$ cat src/design/dsa_ram.sv
// ----------------------------------------------------------------------------
// dsa_ram - generic single write port RAM
// One write and one read per cycle, read data registered.
// ----------------------------------------------------------------------------
module dsa_ram #(
  parameter int unsigned WIDTH = 8,
  parameter int unsigned DEPTH = 16,
  localparam int unsigned AW   = (DEPTH > 1) ? $clog2(DEPTH) : 1
) (
  input  logic             clk_i,
  input  logic             we_i,
  input  logic [AW-1:0]    waddr_i,
  input  logic [WIDTH-1:0] wdata_i,
  input  logic [AW-1:0]    raddr_i,
  output logic [WIDTH-1:0] rdata_o
);

  logic [WIDTH-1:0] mem_q [DEPTH];
  logic [WIDTH-1:0] rdata_q;

  always_ff @(posedge clk_i) begin
    if (we_i) begin
      mem_q[waddr_i] <= wdata_i;
    end
    rdata_q <= mem_q[raddr_i];
  end

  assign rdata_o = rdata_q;

endmodule

$ cat config.mk
export PLATFORM = sky130hd
export DESIGN_NAME = dsa_ram
export DESIGN_NICKNAME = d
export VERILOG_FILES = /design/src/design/dsa_ram.sv
export SDC_FILE = /design/constraint.sdc
export NUM_CORES = 1
export LEC_CHECK = 0
export BUFFER_PORTS_ARGS = -buffer_cell sky130_fd_sc_hd__buf_2
export CORE_MARGIN = 3
export CORE_UTILIZATION = 55
export DETAILED_ROUTE_END_ITERATION = 10
export GPL_ROUTABILITY_DRIVEN = 0
export PLACE_DENSITY_LB_ADDON = 0.2
export REMOVE_ABC_BUFFERS = 1
export SYNTH_ARGS = -nofsm -noshare
export SYNTH_HDL_FRONTEND = slang
export SYNTH_SLANG_ARGS = --single-unit
$ cat constraint.sdc
create_clock -name clk_i -period 2.7 [get_ports clk_i]
set_clock_uncertainty 0.1 [all_clocks]
set_input_delay 0.27 -clock clk_i [delete_from_list [all_inputs] [get_ports clk_i]]
set_output_delay 0.27 -clock clk_i [all_outputs]
set_load 0.01 [all_outputs]
# Word-level counts from Yosys, hierarchy flattened
# Memory sizes are Yosys's and may differ from the RTL's. A register that Yosys moved wholly into a read port is not among the register bits.
# Index checks and enable logic that the tools add are counted.
# totals
ff_bits,0
ram_bits,128
input_bits,18
output_inout_bits,8
wordCells,3
mem_count,1
# classes
n_mux,2
# memory_table
name,depth,width,read_ports,rd_clocked_by_memory_dff,write_ports,line_no,source
mem_q,16,8,1,1,1,18,logic [WIDTH-1:0] mem_q [DEPTH];
# op_table
cell,count
two-way mux 1 bit,2

# Logic depth before layout (Yosys ltp)
# Gate-level depths: netlist of the first run.
# depth
depth_word,2
mapped_depth,5

# Worst setup path after synthesis of the first run
# OpenSTA, ideal clock, no wires.
# synth_timing
path_kind,in2reg
from,input waddr_i[2]
to,memory mem_q[0][0] (enable)
setup_time_ps,383
t_arrival_ps,1380
required_ps,2217
setup_slack_ps,837
cell_stages,2
path_cell_list,or3b_2 -> nor3_1
# synth_rtl
item,line_no,source
start: declaration,12,"input logic [AW-1:0] waddr_i,"
end: declaration,18,
# No word-level cell before the write port.

==> flow_summary_export.csv, run 1 <==
group,metric,value,unit
sta,final-hold-violation-count,0,
sta,relSlewSlack,44.6,%
floorplan,num_rows,34,
synthesis,synth.most_common_cell,"edfxtp_1",
critical_path,start_kind,"primary input",
global_route,grt_pass1_wl,15100,um
detailed_routing,via_per_inst,6.13,
detailed_routing,wl,9770,um
sta,rsz0062_at_grt,"no",
global_route,grt_max_degree,33,
floorplan,die_x,103,um
layout,diodes,0,
synthesis,synth_edf_count,128,
synthesis,yosysTopAreaCellShare,74.7,%
sta,fin_tns_setup,0,ps
floorplan,start_util,57.9,%
power_and_ir_drop,power.leakage,2.04,nW
critical_path,critical_path.max_fanout,23,
power_and_ir_drop,power_density,786,mW/mm2
clocking,numCtsBuffers,17,
layout,postLayoutCellArea,0.00599,mm2
floorplan,dieArea,0.0106,mm2
critical_path,critical_path_required,2990,ps
power_and_ir_drop,finalPower,4.71,mW
placement,dp.cells,367,
critical_path,path_cells,"buf_2 > buf_12 > mux4_1 > a22oi_1 > nand2_1",
synthesis,synth_flop_cell,"edfxtp_1",
placement,io_buffers,25,
clocking,cts_resized,0,
synthesis,synth_cells,229,
detailed_routing,via_count,2444,
critical_path,crit_cells,5,
sta,finalCritPeriodShare,57.3,%
layout,n_fill_cell,558,
detailed_routing,drc,0,
critical_path,max_stage_delay,580,ps
synthesis,yosysWarnings,0,
layout,final_nets,296,
placement,dp_hpwl,5970,um
clocking,cts_tree,"done",
min_path,hp-start,"wdata_i[1]",
layout,drive_gt1_share,29.6,%
placement,place_area,0.00545,mm2
floorplan,ios,26,
synthesis,synth_common_cells,"edfxtp_1, mux4_2, a22oi_1",
layout,fin_cells,399,
floorplan,die-height,103,um
layout,area_growth,16.4,%
sta,period_minus_slack,1550,ps
global_route,grt.overflow.total,0,
critical_path,regToRegStartpoint,"mem_q[3][4]",
critical_path,ff2ff_path_depth,3,
synthesis,syn_area_per_cell,22.5,um2
floorplan,core-area,0.00889,mm2
min_path,hold_class,"in2reg",
synthesis,ys_types,19,
sta,max_freq,646,MHz
clocking,clkSinkCount,136,
synthesis,ys_seq_elements,136,
critical_path,rrSetupSlack,1160,ps
sta,report.final.slew_viol_count,0,
synthesis,synth.area.top_cells,"edfxtp_1, mux4_2, mux4_1",
global_route,track_usage,20.7,%
clocking,root_buffer,"clkbuf_8",
critical_path,critPathTopFamily,"multiplexers",
power_and_ir_drop,ir_drop,462,uV
clocking,postCtsSetupRepairBufs,0,
critical_path,setup.worst_path.end_class,"flip-flop",
outcome,status,"complete, no violations",
synthesis,ys_seq_area_share,77.8,%
clocking,cts.path.max_buffers,2,
critical_path,path_buf_inv,2,
sta,worstMarginPinSlew,827,ps
flow_run,cap_viol_max_count,0,
clocking,htree_levels,4,
clocking,clk_pin_slew,60,ps
critical_path,r2r-end,"rdata_o[4]",
global_route,antenna_found_initial,0,
detailed_routing,drt_iter0_markers,163,
detailed_routing,first_pass_iters,4,
synthesis,synth_largest_area_cell,"edfxtp_1",
detailed_routing,ant_nets,0,
critical_path,criticalPathCategory,"in2reg",
critical_path,crit_path_top_delay_cell,"mux4_1",
clocking,clock_latency,500,ps
min_path,whs_path_depth,1,
global_route,grt_pass1_vias,2526,
min_path,hold_end,"mem_q[9][1]",
clocking,ctsHoldBuffers,0,
sta,setup_violations,0,
synthesis,netlist_area,0.00515,mm2
synthesis,synth-async-reset-ratio,0,%
detailed_routing,wire_per_inst,24.5,um
critical_path,cp_data_arrival_time,1830,ps
-- state kept, by name (all words and copies together) (netlist names) --
register and flops:
mem_q 128, rdata_o 8
-- cells in the final DEF, fill, tap and decap left out, drive strengths merged --
cell	count
nor2	13
a22oi	16
edfxtp	128
nand2	9
and2	1
or3b	1
bufinv	2
nand3	1
and2b	1
clkinvlp	2
clkinv	6
mux4	32
clkbuf	22
nor3	4
nor2b	1
nand3b	2
nand2b	2
dfxtp	8
buf	40
-- kinds of logic after synthesis --
| family | synth area share [%] |
|---|---|
| AOI/OAI and AO/OA | 2.33 |
| buffers and inverters | 1.68 |
| DFF | 77.8 |
| muxes | 15.0 |
| and+or+nand+nor | 3.18 |
-- routing by layer --
metal  part of all wire (%)  global-route usage (%)  wire, um
met1                     45                    30.5      4390
met2                     48                    31.4      4730
met3                    5.6                    5.07       548
met4                    1.0                    6.47       102
met5                      0                       0         0
-- metrics by stage --
step | worst slack (ps) | hold slack, ps | util, %
2_1_floorplan | 837 | 269 | -
3_3_place_gp | 667 | 553 | 61.3
3_5_place_dp | 638 | 559 | 61.3
4_1_cts | 1130 | 22.2 | 67.4
5_1_grt | 1070 | 39.4 | 67.4
6_report | 1150 | 48.8 | 67.4
-- cell type report --
type / count / area [um2] / share of cell area, %
sequential: 136 / 4000 / 66.8
multi-input combinational: 83 / 1060 / 17.6
clock buffer: 22 / 443 / 7.39
timing repair buffer: 40 / 250 / 4.18
tap: 108 / 135 / 2.25
clock inverter: 10 / 104 / 1.73
-- worst reg2reg max path, delay by kind of cell, from the launching register on --
| family | cells | cell delay [ps] |
|---|---|---|
| compound gates | 1 | 300 |
| flops | 1 | 400 |
| mux | 1 | 500 |
| simple gates | 1 | 110 |
-- power breakdown --
| group | internal [mW] | switching [mW] |
|---|---|---|
| registers | 2.36 | 0.0151 |
| clock network | 1.32 | 0.792 |
| logic | 0.0912 | 0.126 |
-- how the worst max path moves through the flow --
stage	from	slack, ps	end
final	raddr_i[0]	1150	rdata_o[5]
after global placement	waddr_i[2]	670	mem_q[2][7]
after global routing	waddr_i[2]	1070	mem_q[0][6]
after detailed placement	raddr_i[0]	640	rdata_o[5]
after CTS	mem_q[3][4]	1130	rdata_o[4]
after floorplan	waddr_i[2]	840	mem_q[0][0]
Power figures use the tool's default switching activity.
==> inputs of run 2 (changes only) <==
==> constraint.sdc (replaced) <==
create_clock -name clk_i -period 1.5 [get_ports clk_i]
set_clock_uncertainty 0.1 [all_clocks]
set_input_delay 0.15 -clock clk_i [delete_from_list [all_inputs] [get_ports clk_i]]
set_output_delay 0.15 -clock clk_i [all_outputs]
set_load 0.01 [all_outputs]
==> run 2 against run 1 <==
Against the previous run: die area is the same; final area is 3.0% higher; critical path depth shrank 2; worst hold slack improved by 50 ps; clock-buffer cell count is 5 lower; total power up 79%; setup slack got worse by 1100 ps; flip-flop and latch count is the same; largest power group unchanged.
==> flow_summary_export.csv, run 2 (synthesized netlist as in run 1, its figures left out) <==
group,metric,value,unit
floorplan,die_x,103,um
power_and_ir_drop,p_clk_share,44.2,%
floorplan,num_rows,34,
outcome,status,"complete, no violations",
power_and_ir_drop,p_seq_share,50.8,%
floorplan,dieArea,0.0106,mm2
layout,final_nets,314,
floorplan,start_util,57.9,%
detailed_routing,via_per_inst,5.87,
clocking,clock_latency,510,ps
layout,ff_latch_area,0.00400,mm2
flow_run,cap_viol_max_count,0,
floorplan,die-height,103,um
floorplan,ios,26,
global_route,grt_pass1_vias,2579,
sta,rsz0062_at_grt,"no",
detailed_routing,via_count,2448,
layout,area_growth,20.0,%
critical_path,critical_path.max_fanout,1,
power_and_ir_drop,power_density,1360,mW/mm2
layout,multi_input_area,0.00106,mm2
layout,n_fill_cell,539,
placement,io_buffers,25,
clocking,cts.path.max_buffers,2,
global_route,antenna_found_initial,0,
global_route,track_usage,20.6,%
placement,dp.cells,377,
detailed_routing,ant_nets,0,
placement,dp_hpwl,6040,um
critical_path,start_kind,"flip-flop",
detailed_routing,drc,0,
critical_path,cp_data_arrival_time,1720,ps
sta,finalCritPeriodShare,94.9,%
clocking,clkSinkCount,136,
clocking,root_buffer,"clkbuf_8",
sta,period_minus_slack,1420,ps
sta,worstMarginPinSlew,809,ps
global_route,grt_max_degree,26,
clocking,htree_levels,4,
layout,final_common_cell,"edfxtp_1",
sta,worst_hold_slack,98.9,ps
sta,final-hold-violation-count,0,
detailed_routing,wl,9530,um
power_and_ir_drop,power.leakage,2.12,nW
clocking,numCtsBuffers,17,
detailed_routing,first_pass_iters,4,
global_route,grt.overflow.total,0,
power_and_ir_drop,power_switching,1.78,mW
layout,top_register,"mem_q",
floorplan,core-area,0.00889,mm2
global_route,grt_pass1_wl,15000,um
clocking,clk_pin_slew,60,ps
detailed_routing,drt_iter0_markers,149,
layout,final_cell_mix,"edfxtp_1, buf_2, buf_4, mux4_2, clkbuf_16",
sta,report.final.slew_viol_count,0,
layout,drive_gt1_share,32.4,%
sta,max_freq,702,MHz
power_and_ir_drop,pwr-share-comb,5.0,%
critical_path,critical_path_required,1790,ps
critical_path,setup.worst_path.end_class,"flip-flop",
layout,diodes,0,
power_and_ir_drop,switching_share,21.2,%
power_and_ir_drop,ir_drop,638,uV
clocking,cts_tree,"done",
sta,relSlewSlack,45.9,%
layout,largest_register_ffs,128,
layout,fin_cells,417,
detailed_routing,wire_per_inst,22.8,um
critical_path,criticalPathCategory,"reg2reg",
power_and_ir_drop,intPower,6.64,mW
sta,setup_violations,0,
min_path,hold_class,"in2reg",
==> run 2: path summary, 6_finish.rpt <==
kind	end	from	slack (ps)	cells past startpoint
worst min register to register	rdata_o[0]	mem_q[14][0]	570	3
worst max register to register	rdata_o[2]	mem_q[8][2]	80	3
worst max-delay path	rdata_o[2]	mem_q[8][2]	80	3
worst min-delay path	mem_q[0][1]	waddr_i[0]	100	3
==> run 2: critical path, stage by stage (launching register included) <==
cell	delay, ps
edfxtp_1	370
mux4_1	510
a22oi_1	250
nand2_1	70
==> run 2: power by group through the flow <==
stage	clock (mW)	sequential, mW	combinational (mW)
floorplan	0	4.36	0.170
global placement	0	4.35	0.404
detailed placement	0	4.36	0.410
CTS	3.77	4.28	0.429
global route	3.96	4.28	0.465
finish	3.72	4.28	0.423
==> run 2: metal layers <==
layer	share of wire (%)	track usage [%]	vias to the layer above
met5	0	0	-
met4	1.0	7.17	0
met3	6.9	6.22	11
met2	50	31.6	82
met1	42	28.7	1252
li1	-	-	1103
==> run 2: metrics by stage <==
| step | setup slack, ps | area, um2 | TNS, ps | utilization, % | power, mW |
|---|---|---|---|---|---|
| floorplan | -243 | 5060 | -2000 | - | 4.53 |
| global placement | -175 | 5550 | -1030 | 62.4 | 4.76 |
| detailed placement | -199 | 5550 | -1490 | 62.4 | 4.76 |
| CTS | 12.0 | 6170 | 0 | 69.4 | 8.48 |
| global route | 9.21 | 6180 | 0 | 69.5 | 8.71 |
| finish | 76.1 | 6180 | 0 | 69.5 | 8.42 |
==> run 2: timing repair <==
item / 4_1_cts / 5_1_grt
endpoints found under the setup margin: 0 / 1
setup buffers: 0 / 0
endpoints found under the hold margin: 128 / 0
gates resized for setup: 0 / 1
hold buffers: 8 / 0
==> run 2: area by class of cell <==
type                            instances  area share (%)
Sequential cell                       136            64.8
Timing Repair Buffer                   58            6.97
Multi-Input combinational cell         83            17.2
Clock inverter                         15            2.11
Tap cell                              108            2.19
Clock buffer                           17            6.71
